File: config.mk
export PLATFORM = sky130hd
export DESIGN_NAME = stream_find_and_replace_flat
export DESIGN_NICKNAME = d
export VERILOG_FILES = /design/src/rtl/sfr_pkg.sv /design/src/rtl/sfr_in_if.sv /design/src/rtl/sfr_out_if.sv /design/src/rtl/sfr_cfg.sv /design/src/rtl/sfr_front.sv /design/src/rtl/sfr_fifo.sv /design/src/rtl/sfr_back.sv /design/src/rtl/stream_find_and_replace.sv /design/src/flat_wrapper.sv
export SDC_FILE = /design/constraint.sdc
export NUM_CORES = 1
export LEC_CHECK = 0
export BUFFER_PORTS_ARGS = -buffer_cell sky130_fd_sc_hd__buf_2
export CAP_MARGIN = 20
export CORE_AREA = 2 2 196 198
export CTS_CLUSTER_SIZE = 40
export DETAILED_ROUTE_END_ITERATION = 12
export DIE_AREA = 0 0 198 200
export PLACE_DENSITY = 0.83
export SLEW_MARGIN = 20
export SYNTH_ARGS = -nofsm -noshare
export SYNTH_HDL_FRONTEND = slang
export SYNTH_SLANG_ARGS = --single-unit
File: constraint.sdc
create_clock -name clk -period 13.1 [get_ports clk]
set_input_delay 1.31 -clock clk [delete_from_list [all_inputs] [get_ports clk]]
set_output_delay 1.31 -clock clk [all_outputs]
set_load 0.05 [all_outputs]
File: src/rtl/sfr_pkg.sv
// shared constants and types for the stream find-and-replace block
// no dependencies
`default_nettype none

package sfr_pkg;

  localparam int PATTERN_MAX_DEF     = 16;
  localparam int REPLACEMENT_MAX_DEF = 16;
  localparam int COUNT_BITS_DEF      = 16;

  localparam int LEN_BITS    = 5;
  localparam int MP_BITS     = 4;
  localparam int MCOUNT_BITS = 16;
  localparam int ADDR_BITS   = 6;
  localparam int DATA_BITS   = 64;

  typedef logic [7:0] byte_t;

  // one queued job: pattern prefix to flush, then a literal, the replacement or nothing
  typedef struct packed {
    byte_t                  data;
    logic [MP_BITS-1:0]     pre;
    logic                   lit;
    logic                   rep;
    logic                   done;
    logic [MCOUNT_BITS-1:0] count;
  } cmd_t;

endpackage

`default_nettype wire

File: src/rtl/sfr_in_if.sv
// input byte channel of the stream find-and-replace block
// no dependencies
`default_nettype none

interface sfr_in_if;
  logic       valid;
  logic       ready;
  logic [7:0] data_byte;
  logic       end_of_string;

  modport source (output valid, data_byte, end_of_string, input ready);
  modport sink (input valid, data_byte, end_of_string, output ready);
endinterface

`default_nettype wire

File: src/rtl/sfr_out_if.sv
// result channel of the stream find-and-replace block
// no dependencies
`default_nettype none

interface sfr_out_if;
  logic        valid;
  logic        ready;
  logic [7:0]  out_byte;
  logic        byte_valid;
  logic        last_of_run;
  logic        string_done;
  logic [15:0] match_count;

  modport source (output valid, out_byte, byte_valid, last_of_run, string_done, match_count,
                  input ready);
  modport sink (input valid, out_byte, byte_valid, last_of_run, string_done, match_count,
                output ready);
endinterface

`default_nettype wire

File: src/rtl/sfr_cfg.sv
// apb register file: pattern and replacement lengths and bytes
// depends on sfr_pkg
`default_nettype none

module sfr_cfg #(
  parameter int PATTERN_MAX     = sfr_pkg::PATTERN_MAX_DEF,
  parameter int REPLACEMENT_MAX = sfr_pkg::REPLACEMENT_MAX_DEF
) (
  input  wire logic                                 clk,
  input  wire logic                                 rst,
  input  wire logic                                 psel,
  input  wire logic                                 penable,
  input  wire logic                                 pwrite,
  input  wire logic [sfr_pkg::ADDR_BITS-1:0]        paddr,
  input  wire logic [sfr_pkg::DATA_BITS-1:0]        pwdata,
  output logic      [sfr_pkg::DATA_BITS-1:0]        prdata,
  output logic                                      pready,
  output logic      [sfr_pkg::LEN_BITS-1:0]         plen,
  output logic      [sfr_pkg::LEN_BITS-1:0]         rlen,
  output logic      [PATTERN_MAX-1:0][7:0]          pat,
  output logic      [REPLACEMENT_MAX-1:0][7:0]      rpl
);

  typedef enum logic [2:0] {
    REG_PATTERN_LENGTH     = 3'd0,
    REG_PATTERN_LOW        = 3'd1,
    REG_PATTERN_HIGH       = 3'd2,
    REG_REPLACEMENT_LENGTH = 3'd3,
    REG_REPLACEMENT_LOW    = 3'd4,
    REG_REPLACEMENT_HIGH   = 3'd5
  } reg_idx_t;

  localparam logic [sfr_pkg::LEN_BITS-1:0] PMAX = sfr_pkg::LEN_BITS'(PATTERN_MAX);
  localparam logic [sfr_pkg::LEN_BITS-1:0] RMAX = sfr_pkg::LEN_BITS'(REPLACEMENT_MAX);

  logic [sfr_pkg::LEN_BITS-1:0]  plen_raw;
  logic [sfr_pkg::LEN_BITS-1:0]  rlen_raw;
  logic [sfr_pkg::DATA_BITS-1:0] pat_lo, pat_hi, rpl_lo, rpl_hi;
  reg_idx_t                      idx;
  logic                          wr;

  assign idx    = reg_idx_t'(paddr[sfr_pkg::ADDR_BITS-1:3]);
  assign wr     = psel & penable & pwrite;
  assign pready = 1'b1;

  always_ff @(posedge clk) begin
    if (rst) begin
      plen_raw <= '0;
      rlen_raw <= '0;
      pat      <= '0;
      rpl      <= '0;
    end else if (wr) begin
      unique case (idx)
        REG_PATTERN_LENGTH: plen_raw <= pwdata[sfr_pkg::LEN_BITS-1:0];
        REG_PATTERN_LOW: begin
          for (int i = 0; i < PATTERN_MAX; i++)
            if (i < 8) pat[i] <= pwdata[8*(i%8) +: 8];
        end
        REG_PATTERN_HIGH: begin
          for (int i = 0; i < PATTERN_MAX; i++)
            if (i >= 8) pat[i] <= pwdata[8*(i%8) +: 8];
        end
        REG_REPLACEMENT_LENGTH: rlen_raw <= pwdata[sfr_pkg::LEN_BITS-1:0];
        REG_REPLACEMENT_LOW: begin
          for (int i = 0; i < REPLACEMENT_MAX; i++)
            if (i < 8) rpl[i] <= pwdata[8*(i%8) +: 8];
        end
        REG_REPLACEMENT_HIGH: begin
          for (int i = 0; i < REPLACEMENT_MAX; i++)
            if (i >= 8) rpl[i] <= pwdata[8*(i%8) +: 8];
        end
        default: ;
      endcase
    end
  end

  always_comb begin
    pat_lo = '0;
    pat_hi = '0;
    rpl_lo = '0;
    rpl_hi = '0;
    for (int i = 0; i < PATTERN_MAX; i++) begin
      if (i < 8) pat_lo[8*(i%8) +: 8] = pat[i];
      else       pat_hi[8*(i%8) +: 8] = pat[i];
    end
    for (int i = 0; i < REPLACEMENT_MAX; i++) begin
      if (i < 8) rpl_lo[8*(i%8) +: 8] = rpl[i];
      else       rpl_hi[8*(i%8) +: 8] = rpl[i];
    end
  end

  always_comb begin
    unique case (idx)
      REG_PATTERN_LENGTH:     prdata = sfr_pkg::DATA_BITS'(plen_raw);
      REG_PATTERN_LOW:        prdata = pat_lo;
      REG_PATTERN_HIGH:       prdata = pat_hi;
      REG_REPLACEMENT_LENGTH: prdata = sfr_pkg::DATA_BITS'(rlen_raw);
      REG_REPLACEMENT_LOW:    prdata = rpl_lo;
      REG_REPLACEMENT_HIGH:   prdata = rpl_hi;
      default:                prdata = '0;
    endcase
  end

  // oversized lengths act as the maximum
  assign plen = (plen_raw > PMAX) ? PMAX : plen_raw;
  assign rlen = (rlen_raw > RMAX) ? RMAX : rlen_raw;

endmodule

`default_nettype wire

File: src/rtl/sfr_front.sv
// front end: takes input bytes, tracks match progress and the count, queues jobs
// depends on sfr_pkg and sfr_in_if
`default_nettype none

module sfr_front #(
  parameter int PATTERN_MAX = sfr_pkg::PATTERN_MAX_DEF,
  parameter int COUNT_BITS  = sfr_pkg::COUNT_BITS_DEF
) (
  input  wire logic                         clk,
  input  wire logic                         rst,
  sfr_in_if.sink                            text,
  input  wire logic [sfr_pkg::LEN_BITS-1:0] plen,
  input  wire logic [sfr_pkg::LEN_BITS-1:0] rlen,
  input  wire logic [PATTERN_MAX-1:0][7:0]  pat,
  input  wire logic                         fifo_full,
  output logic                              push,
  output sfr_pkg::cmd_t                     cmd
);

  localparam int PIW = (PATTERN_MAX > 1) ? $clog2(PATTERN_MAX) : 1;

  logic [sfr_pkg::MP_BITS-1:0]  match_progress, match_progress_next;
  logic [COUNT_BITS-1:0]        replacements_made, replacements_made_next;
  logic [COUNT_BITS-1:0]        count_step;
  logic [sfr_pkg::LEN_BITS-1:0] mp_ext, mp_inc;
  logic [31:0]                  count_wide;
  logic                         hit, complete, take;

  assign text.ready = !fifo_full;
  assign take       = text.valid && text.ready;

  always_comb begin
    mp_ext   = sfr_pkg::LEN_BITS'(match_progress);
    mp_inc   = mp_ext + 1'b1;
    hit      = (mp_ext < plen) && (text.data_byte == pat[match_progress[PIW-1:0]]);
    complete = hit && (mp_inc == plen);

    cmd                 = '0;
    cmd.data            = text.data_byte;
    cmd.done            = text.end_of_string;
    match_progress_next = '0;
    count_step          = replacements_made;

    if (!hit) begin
      // mismatch: flush held prefix, then the byte itself
      cmd.pre = match_progress;
      cmd.lit = 1'b1;
    end else if (complete) begin
      cmd.rep = 1'b1;
      if (replacements_made != '1) count_step = replacements_made + 1'b1;
    end else begin
      match_progress_next = mp_inc[sfr_pkg::MP_BITS-1:0];
      if (text.end_of_string) cmd.pre = mp_inc[sfr_pkg::MP_BITS-1:0];
    end

    count_wide = 32'(count_step);
    if (text.end_of_string) begin
      cmd.count              = (count_wide > 32'hFFFF) ? '1 : count_wide[15:0];
      match_progress_next    = '0;
      replacements_made_next = '0;
    end else begin
      replacements_made_next = count_step;
    end

    push = take && (text.end_of_string || !hit || (complete && rlen != '0));
  end

  always_ff @(posedge clk) begin
    if (rst) begin
      match_progress    <= '0;
      replacements_made <= '0;
    end else if (take) begin
      match_progress    <= match_progress_next;
      replacements_made <= replacements_made_next;
    end
  end

endmodule

`default_nettype wire

File: src/rtl/sfr_fifo.sv
// four-entry job queue between front end and emitter
// depends on sfr_pkg
`default_nettype none

module sfr_fifo (
  input  wire logic          clk,
  input  wire logic          rst,
  input  wire logic          push,
  input  sfr_pkg::cmd_t      cmd_in,
  input  wire logic          pop,
  output sfr_pkg::cmd_t      head,
  output logic               avail,
  output logic               full
);

  localparam int DEPTH = 4;
  localparam int AW    = $clog2(DEPTH);

  sfr_pkg::cmd_t   entries [DEPTH];
  logic [AW-1:0]   wr_ptr, rd_ptr;
  logic [AW:0]     fill;

  assign head  = entries[rd_ptr];
  assign avail = (fill != '0);
  assign full  = (fill == (AW+1)'(DEPTH));

  always_ff @(posedge clk) begin
    if (push) entries[wr_ptr] <= cmd_in;
  end

  always_ff @(posedge clk) begin
    if (rst) begin
      wr_ptr <= '0;
      rd_ptr <= '0;
      fill   <= '0;
    end else begin
      if (push) wr_ptr <= wr_ptr + 1'b1;
      if (pop)  rd_ptr <= rd_ptr + 1'b1;
      case ({push, pop})
        2'b10:   fill <= fill + 1'b1;
        2'b01:   fill <= fill - 1'b1;
        default: ;
      endcase
    end
  end

endmodule

`default_nettype wire

File: src/rtl/sfr_back.sv
// emitter: steps through each queued job one word a cycle into the output register while result is not stalled
// depends on sfr_pkg and sfr_out_if
`default_nettype none

module sfr_back #(
  parameter int PATTERN_MAX     = sfr_pkg::PATTERN_MAX_DEF,
  parameter int REPLACEMENT_MAX = sfr_pkg::REPLACEMENT_MAX_DEF
) (
  input  wire logic                            clk,
  input  wire logic                            rst,
  input  sfr_pkg::cmd_t                        head,
  input  wire logic                            avail,
  output logic                                 pop,
  input  wire logic [sfr_pkg::LEN_BITS-1:0]    rlen,
  input  wire logic [PATTERN_MAX-1:0][7:0]     pat,
  input  wire logic [REPLACEMENT_MAX-1:0][7:0] rpl,
  sfr_out_if.source                            result
);

  localparam int PIW = (PATTERN_MAX > 1) ? $clog2(PATTERN_MAX) : 1;
  localparam int RIW = (REPLACEMENT_MAX > 1) ? $clog2(REPLACEMENT_MAX) : 1;

  logic [sfr_pkg::LEN_BITS-1:0] k, n, pre_ext;
  logic                         last, load, has_byte;
  sfr_pkg::byte_t               sel;

  logic                         out_valid;
  sfr_pkg::byte_t               out_byte;
  logic                         byte_valid, last_of_run, string_done;
  logic [15:0]                  match_count;

  always_comb begin
    pre_ext  = sfr_pkg::LEN_BITS'(head.pre);
    n        = pre_ext + sfr_pkg::LEN_BITS'(head.lit) + (head.rep ? rlen : '0);
    has_byte = (n != '0);
    last     = !has_byte || (k == n - 1'b1);
    if (k < pre_ext)    sel = pat[k[PIW-1:0]];
    else if (head.lit)  sel = head.data;
    else if (has_byte)  sel = rpl[k[RIW-1:0]];
    else                sel = '0;
  end

  assign load = avail && (!out_valid || result.ready);
  assign pop  = load && last;

  always_ff @(posedge clk) begin
    if (rst) begin
      k         <= '0;
      out_valid <= 1'b0;
    end else if (load) begin
      out_valid <= 1'b1;
      k         <= last ? '0 : k + 1'b1;
    end else if (result.ready) begin
      out_valid <= 1'b0;
    end
  end

  always_ff @(posedge clk) begin
    if (load) begin
      out_byte    <= sel;
      byte_valid  <= has_byte;
      last_of_run <= last;
      string_done <= last && head.done;
      match_count <= (last && head.done) ? head.count : '0;
    end
  end

  assign result.valid       = out_valid;
  assign result.out_byte    = out_byte;
  assign result.byte_valid  = byte_valid;
  assign result.last_of_run = last_of_run;
  assign result.string_done = string_done;
  assign result.match_count = match_count;

endmodule

`default_nettype wire

File: src/rtl/stream_find_and_replace.sv
// top level of the stream find-and-replace block
// depends on sfr_pkg, sfr_in_if, sfr_out_if, sfr_cfg, sfr_front, sfr_fifo, sfr_back
//
//   port     kind         word
//   text     valid/ready  data_byte, end_of_string
//   result   valid/ready  out_byte, byte_valid, last_of_run, string_done, match_count
//   apb      psel/penable 64-bit registers at 8*index
//
// a byte is taken every cycle while the four-entry job queue has room
// each byte gives 0 to 16 result words; the emitter sends one word a cycle
// while result.ready holds
// result words leave the emitter from its output register
// rst is synchronous and clears match state, count, queue and registers at once
`default_nettype none

module stream_find_and_replace #(
  parameter int PATTERN_MAX     = sfr_pkg::PATTERN_MAX_DEF,
  parameter int REPLACEMENT_MAX = sfr_pkg::REPLACEMENT_MAX_DEF,
  parameter int COUNT_BITS      = sfr_pkg::COUNT_BITS_DEF
) (
  input  wire logic                          clk,
  input  wire logic                          rst,
  sfr_in_if.sink                             text,
  sfr_out_if.source                          result,
  input  wire logic                          psel,
  input  wire logic                          penable,
  input  wire logic                          pwrite,
  input  wire logic [sfr_pkg::ADDR_BITS-1:0] paddr,
  input  wire logic [sfr_pkg::DATA_BITS-1:0] pwdata,
  output logic      [sfr_pkg::DATA_BITS-1:0] prdata,
  output logic                               pready
);

  logic [sfr_pkg::LEN_BITS-1:0]   plen, rlen;
  logic [PATTERN_MAX-1:0][7:0]     pat;
  logic [REPLACEMENT_MAX-1:0][7:0] rpl;
  logic                            push, pop, avail, fifo_full;
  sfr_pkg::cmd_t                   cmd, head;

  sfr_cfg #(
    .PATTERN_MAX     (PATTERN_MAX),
    .REPLACEMENT_MAX (REPLACEMENT_MAX)
  ) u_cfg (
    .clk     (clk),
    .rst     (rst),
    .psel    (psel),
    .penable (penable),
    .pwrite  (pwrite),
    .paddr   (paddr),
    .pwdata  (pwdata),
    .prdata  (prdata),
    .pready  (pready),
    .plen    (plen),
    .rlen    (rlen),
    .pat     (pat),
    .rpl     (rpl)
  );

  sfr_front #(
    .PATTERN_MAX (PATTERN_MAX),
    .COUNT_BITS  (COUNT_BITS)
  ) u_front (
    .clk       (clk),
    .rst       (rst),
    .text      (text),
    .plen      (plen),
    .rlen      (rlen),
    .pat       (pat),
    .fifo_full (fifo_full),
    .push      (push),
    .cmd       (cmd)
  );

  sfr_fifo u_fifo (
    .clk    (clk),
    .rst    (rst),
    .push   (push),
    .cmd_in (cmd),
    .pop    (pop),
    .head   (head),
    .avail  (avail),
    .full   (fifo_full)
  );

  sfr_back #(
    .PATTERN_MAX     (PATTERN_MAX),
    .REPLACEMENT_MAX (REPLACEMENT_MAX)
  ) u_back (
    .clk    (clk),
    .rst    (rst),
    .head   (head),
    .avail  (avail),
    .pop    (pop),
    .rlen   (rlen),
    .pat    (pat),
    .rpl    (rpl),
    .result (result)
  );

  a_no_overflow: assert property (@(posedge clk) disable iff (rst)
    !(push && fifo_full))
    else $error("job queue overflow");

  a_pop_needs_job: assert property (@(posedge clk) disable iff (rst)
    pop |-> avail)
    else $error("pop from empty job queue");

  a_bare_marker_ends: assert property (@(posedge clk) disable iff (rst)
    (result.valid && !result.byte_valid) |-> (result.string_done && result.last_of_run))
    else $error("bare end marker not at end of string");

  a_count_only_at_end: assert property (@(posedge clk) disable iff (rst)
    (result.valid && !result.string_done) |-> (result.match_count == 16'd0))
    else $error("match count outside end of string");

endmodule

`default_nettype wire
File: src/flat_wrapper.sv
// flat-port wrapper written by rule: the top's interface ports become plain ports
module stream_find_and_replace_flat 
#(
  parameter int PATTERN_MAX     = sfr_pkg::PATTERN_MAX_DEF,
  parameter int REPLACEMENT_MAX = sfr_pkg::REPLACEMENT_MAX_DEF,
  parameter int COUNT_BITS      = sfr_pkg::COUNT_BITS_DEF
)
  (clk, rst, psel, penable, pwrite, paddr, pwdata, prdata, pready, text_valid, text_data_byte, text_end_of_string, text_ready, result_valid, result_out_byte, result_byte_valid, result_last_of_run, result_string_done, result_match_count, result_ready);
  sfr_in_if text_i ();
  sfr_out_if result_i ();
  input  wire logic clk;
  input  wire logic rst;
  input  wire logic psel;
  input  wire logic penable;
  input  wire logic pwrite;
  input  wire logic [sfr_pkg::ADDR_BITS-1:0] paddr;
  input  wire logic [sfr_pkg::DATA_BITS-1:0] pwdata;
  output logic      [sfr_pkg::DATA_BITS-1:0] prdata;
  output logic pready;
  input wire logic [$bits(text_i.valid)-1:0] text_valid;
  input wire logic [$bits(text_i.data_byte)-1:0] text_data_byte;
  input wire logic [$bits(text_i.end_of_string)-1:0] text_end_of_string;
  output wire logic [$bits(text_i.ready)-1:0] text_ready;
  output wire logic [$bits(result_i.valid)-1:0] result_valid;
  output wire logic [$bits(result_i.out_byte)-1:0] result_out_byte;
  output wire logic [$bits(result_i.byte_valid)-1:0] result_byte_valid;
  output wire logic [$bits(result_i.last_of_run)-1:0] result_last_of_run;
  output wire logic [$bits(result_i.string_done)-1:0] result_string_done;
  output wire logic [$bits(result_i.match_count)-1:0] result_match_count;
  input wire logic [$bits(result_i.ready)-1:0] result_ready;
  assign text_i.valid = text_valid;
  assign text_i.data_byte = text_data_byte;
  assign text_i.end_of_string = text_end_of_string;
  assign text_ready = text_i.ready;
  assign result_valid = result_i.valid;
  assign result_out_byte = result_i.out_byte;
  assign result_byte_valid = result_i.byte_valid;
  assign result_last_of_run = result_i.last_of_run;
  assign result_string_done = result_i.string_done;
  assign result_match_count = result_i.match_count;
  assign result_i.ready = result_ready;
  stream_find_and_replace #(.PATTERN_MAX(PATTERN_MAX), .REPLACEMENT_MAX(REPLACEMENT_MAX), .COUNT_BITS(COUNT_BITS)) u_core (.clk(clk), .rst(rst), .text(text_i), .result(result_i), .psel(psel), .penable(penable), .pwrite(pwrite), .paddr(paddr), .pwdata(pwdata), .prdata(prdata), .pready(pready));
endmodule
==> summary.md <==
| Metric | Value |
|---|---|
| Mapped Cells | 2,187 |
| Required @ worst endpoint | 13.61 ns |
| Vias in the first global route | 17,658 |
| Top-count cell post-synth | nand2_1 |
| Yosys top cell area share | 27.2% |
| Outcome | complete, no violations |
| Place WS | 7.78 ns |
| Crit path kind | reg2reg |
| Max frequency | 0.187 GHz |
| Post-detail-place hpwl | 44,200 um |
| Setup ws final | 7.74 ns |
| Die area | 0.0396 mm2 |
| Initial detailed-routing violation count | 2,557 |
| # port buffers | 175 |
| Top post-synthesis cells by count | nand2_1, a21oi_1, dfxtp_1, edfxtp_1, clkbuf_1 |
| Unrepaired setup endpoints after global routing | no |
| Post-Syn Nets | 2,295 |
| Compound-Gate Fraction of Synth Area | 14.7% |
| P_leak | 8.50 nW |
| IO Count | 180 |
| Slew Limit Fails | 0 |
| Final Hold Viols | 0 |
| RePlAce Congestion | 0.927 |
| First-pass GRT wire length | 103,000 um |
| Flop2flop setup slack | 7.74 ns |
| Final std cells w/o fill | 2,825 |
| Htree depth | 2 |
| TritonCTS clock tree | built |
| Post-synth EDFFs | 151 |
| Setup-failing EPs final | 0 |
| Gr ovfl total | 0 |
| Fraction of the mapped netlist area in simple logic gates | 14.9% |
| Top post-synthesis cells by area | dfxtp_1, edfxtp_1, mux4_2 |
| Power Density | 149 mW/mm2 |
| CTS Hold Bufs | 0 |
| Clk buf depth | 3 |
| CP most frequent cell | fa_1 |
| Post-DRT Antenna Nets | 0 |
| Tot Pwr | 0.00373 W |
| Primary FF master, synth | dfxtp_1 |
| GRT Util Overall | 34.5% |
| Worst vdd ir | 0.000111 V |
| Mapped Avg Cell Area | 10.1 um2 |
| Post-synthesis sequential area ratio | 47.6% |
| Worst-path maximum fanout | 26 |
| DR vias | 18,666 |
| DRT Pass-1 Iters | 6 |
| Multiplexer share of the synthesized area | 16.4% |
| Crit path cell chain | buf_4 > mux4_2 > inv_1 > fa_1 > fa_1 > inv_1 > a21o_1 > a21oi_1 > xnor2_1 > or3_1 > a41oi_1 > nor2b_1 > ha_1 > fa_1 > xnor2_1 > or3_1 > a21oi_1 |
| Hold/Removal Path Class | reg2reg |
| Postcts setup bufs | 0 |
| Final nets | 2,376 |
| DRC viols | 0 |
| Synth warnings | 0 |
| Yosys cell types | 69 |
| Startpoint types | flop |
| Clock Tree Root | clkbuf_16 |
| Asr flop ratio synth | 0% |
| Critical path's largest stage delay | 0.78 ns |
| Gates resized, CTS repair | 0 |
| TNS Setup | 0 ns |
| CP endpoint kind | flop |
| Vias/cell | 6.61 |
| Xor/xnor share of the synthesized area | 1.29% |
| Initial Util | 59.3% |
| Mapped Area | 0.0222 mm2 |
| CP max-delay cell | a41oi_1 |
| Final WL | 67,900 um |
| Critical Path AT | 5.87 ns |
| Final period utilization | 40.9% |
| Slew @ Worst Pin | 1.17 ns |
| Tmin final | 5.36 ns |
| # rows | 71 |
| Adder-Cell Fraction of Synth Area | 1.34% |
| Core ar. | 0.0374 mm2 |
| Post-layout util | 66.8% |
| Die Width | 198 um |
| Largest net degree at the start of global routing | 110 |
| # clock sinks | 452 |
| Max cap viols | 0 |
| Clock slew at reported path FFs | 0.06 ns |
| Area leader, netlist | dfxtp_1 |
| Skew final | 0.0273 ns |
| Layout cell share with drive strength beyond 1 | 19.5% |
| # placed instances | 2,731 |
| FF+latch count, synth | 452 |
| Rel. slew slack | 21.8% |
| Num CTS Buffers | 46 |
| Avg WL per Cell | 24.0 um |
| Synth-to-layout area growth | 12.7% |
| Clk_lat worst skew | 0.60 ns |
| Die height | 200 um |
| Initial antenna violation count | 15 |
| Largest family of logic cells by synthesized area | multiplexers |
kinds of logic after synthesis:
group	Yosys count
AND/OR/NAND/NOR	775
AO/OA/AOI/OAI	506
flip-flops	452
buffers and inverters	209
multiplexers	191
XOR/XNOR	31
adder cells (fa/ha/maj)	22
other	1
cells in the final DEF (no fill, tap or decap), types with 47 or more instances in the layout:
master / Yosys / routed
a21oi_1: 303 / 302
clkbuf_16: 0 / 47
mux2i_1: 50 / 50
a22o_1: 60 / 60
a221o_1: 59 / 59
nand2_1: 563 / 559
dfxtp_1: 301 / 296
nor2_1: 55 / 53
edfxtp_1: 151 / 151
mux4_2: 137 / 137
buf_2: 10 / 174
area by class of cell:
| class | count | area (um2) |
|---|---|---|
| diodes | 9 | 22.5 |
| clock buffers | 66 | 1370 |
| clock inverters | 19 | 270 |
| fillers | 2794 | 12400 |
| inverters | 33 | 124 |
| multi-input cells | 1526 | 10800 |
| flip-flops and latches | 452 | 10600 |
| well taps | 511 | 639 |
| repair buffers | 209 | 1140 |
through the flow:
step	hold WS, ns	cell area, um2
after CTS	0.469	25000
after detailed placement	0.462	23300
after global placement	0.452	23300
after global routing	0.483	25000
final	0.472	25000
after floorplan	0.443	22200
sequential cells by signal (all words and copies together), names as in the netlist, named ones only:
register	count
u_core.u_cfg.rlen_raw	5
u_core.u_back.result.string_done	1
u_core.u_back.result.byte_valid	1
u_core.u_fifo.entries	124
u_core.u_back.result.match_count	16
u_core.u_back.result.out_byte	8
u_core.u_back.result.valid	1
u_core.u_front.replacements_made	16
u_core.u_cfg.pat	128
u_core.u_back.result.last_of_run	1
u_core.u_fifo.wr_ptr	2
u_core.u_fifo.rd_ptr	2
u_core.u_cfg.rpl	128
u_core.u_front.match_progress	4
u_core.u_back.k	5
u_core.u_fifo.fill	3
u_core.u_cfg.plen_raw	5
final timing paths:
path / start / to / cells after the start
worst min-delay path: u_core.u_cfg.rpl[125] / u_core.u_cfg.rpl[125] / 2
worst min register to register: u_core.u_cfg.rpl[125] / u_core.u_cfg.rpl[125] / 2
worst max-delay path: flop / u_core.u_fifo.fill[2] / 17
worst max register to register: flop / u_core.u_fifo.fill[2] / 17
power breakdown:
group | switching, W | internal (W) | leakage, nW
combinational | 0.000477 | 0.000227 | 3.85
sequential | 0.0000544 | 0.00156 | 3.85
clock | 0.000563 | 0.000847 | 0.806
total | 0.00109 | 0.00264 | 8.50
critical path: cells and delay by family (launching register included):
family                   cells  cell delay [ns]
AO/OA/AOI/OAI                4             1.11
XOR/XNOR                     2             0.31
adder cells (fa/ha/maj)      4             1.58
buffers and inverters        3             0.62
flip-flops                   1             0.46
multiplexers                 1             0.38
AND/OR/NAND/NOR              3             0.81
layer usage:
layer	track usage, %	part of all wire, %
met1	42.6	36
met3	7.85	10
met2	55.2	47
met4	22.4	7.3
met5	0	0.10
No activity file was read; power rests on OpenSTA's default activity.
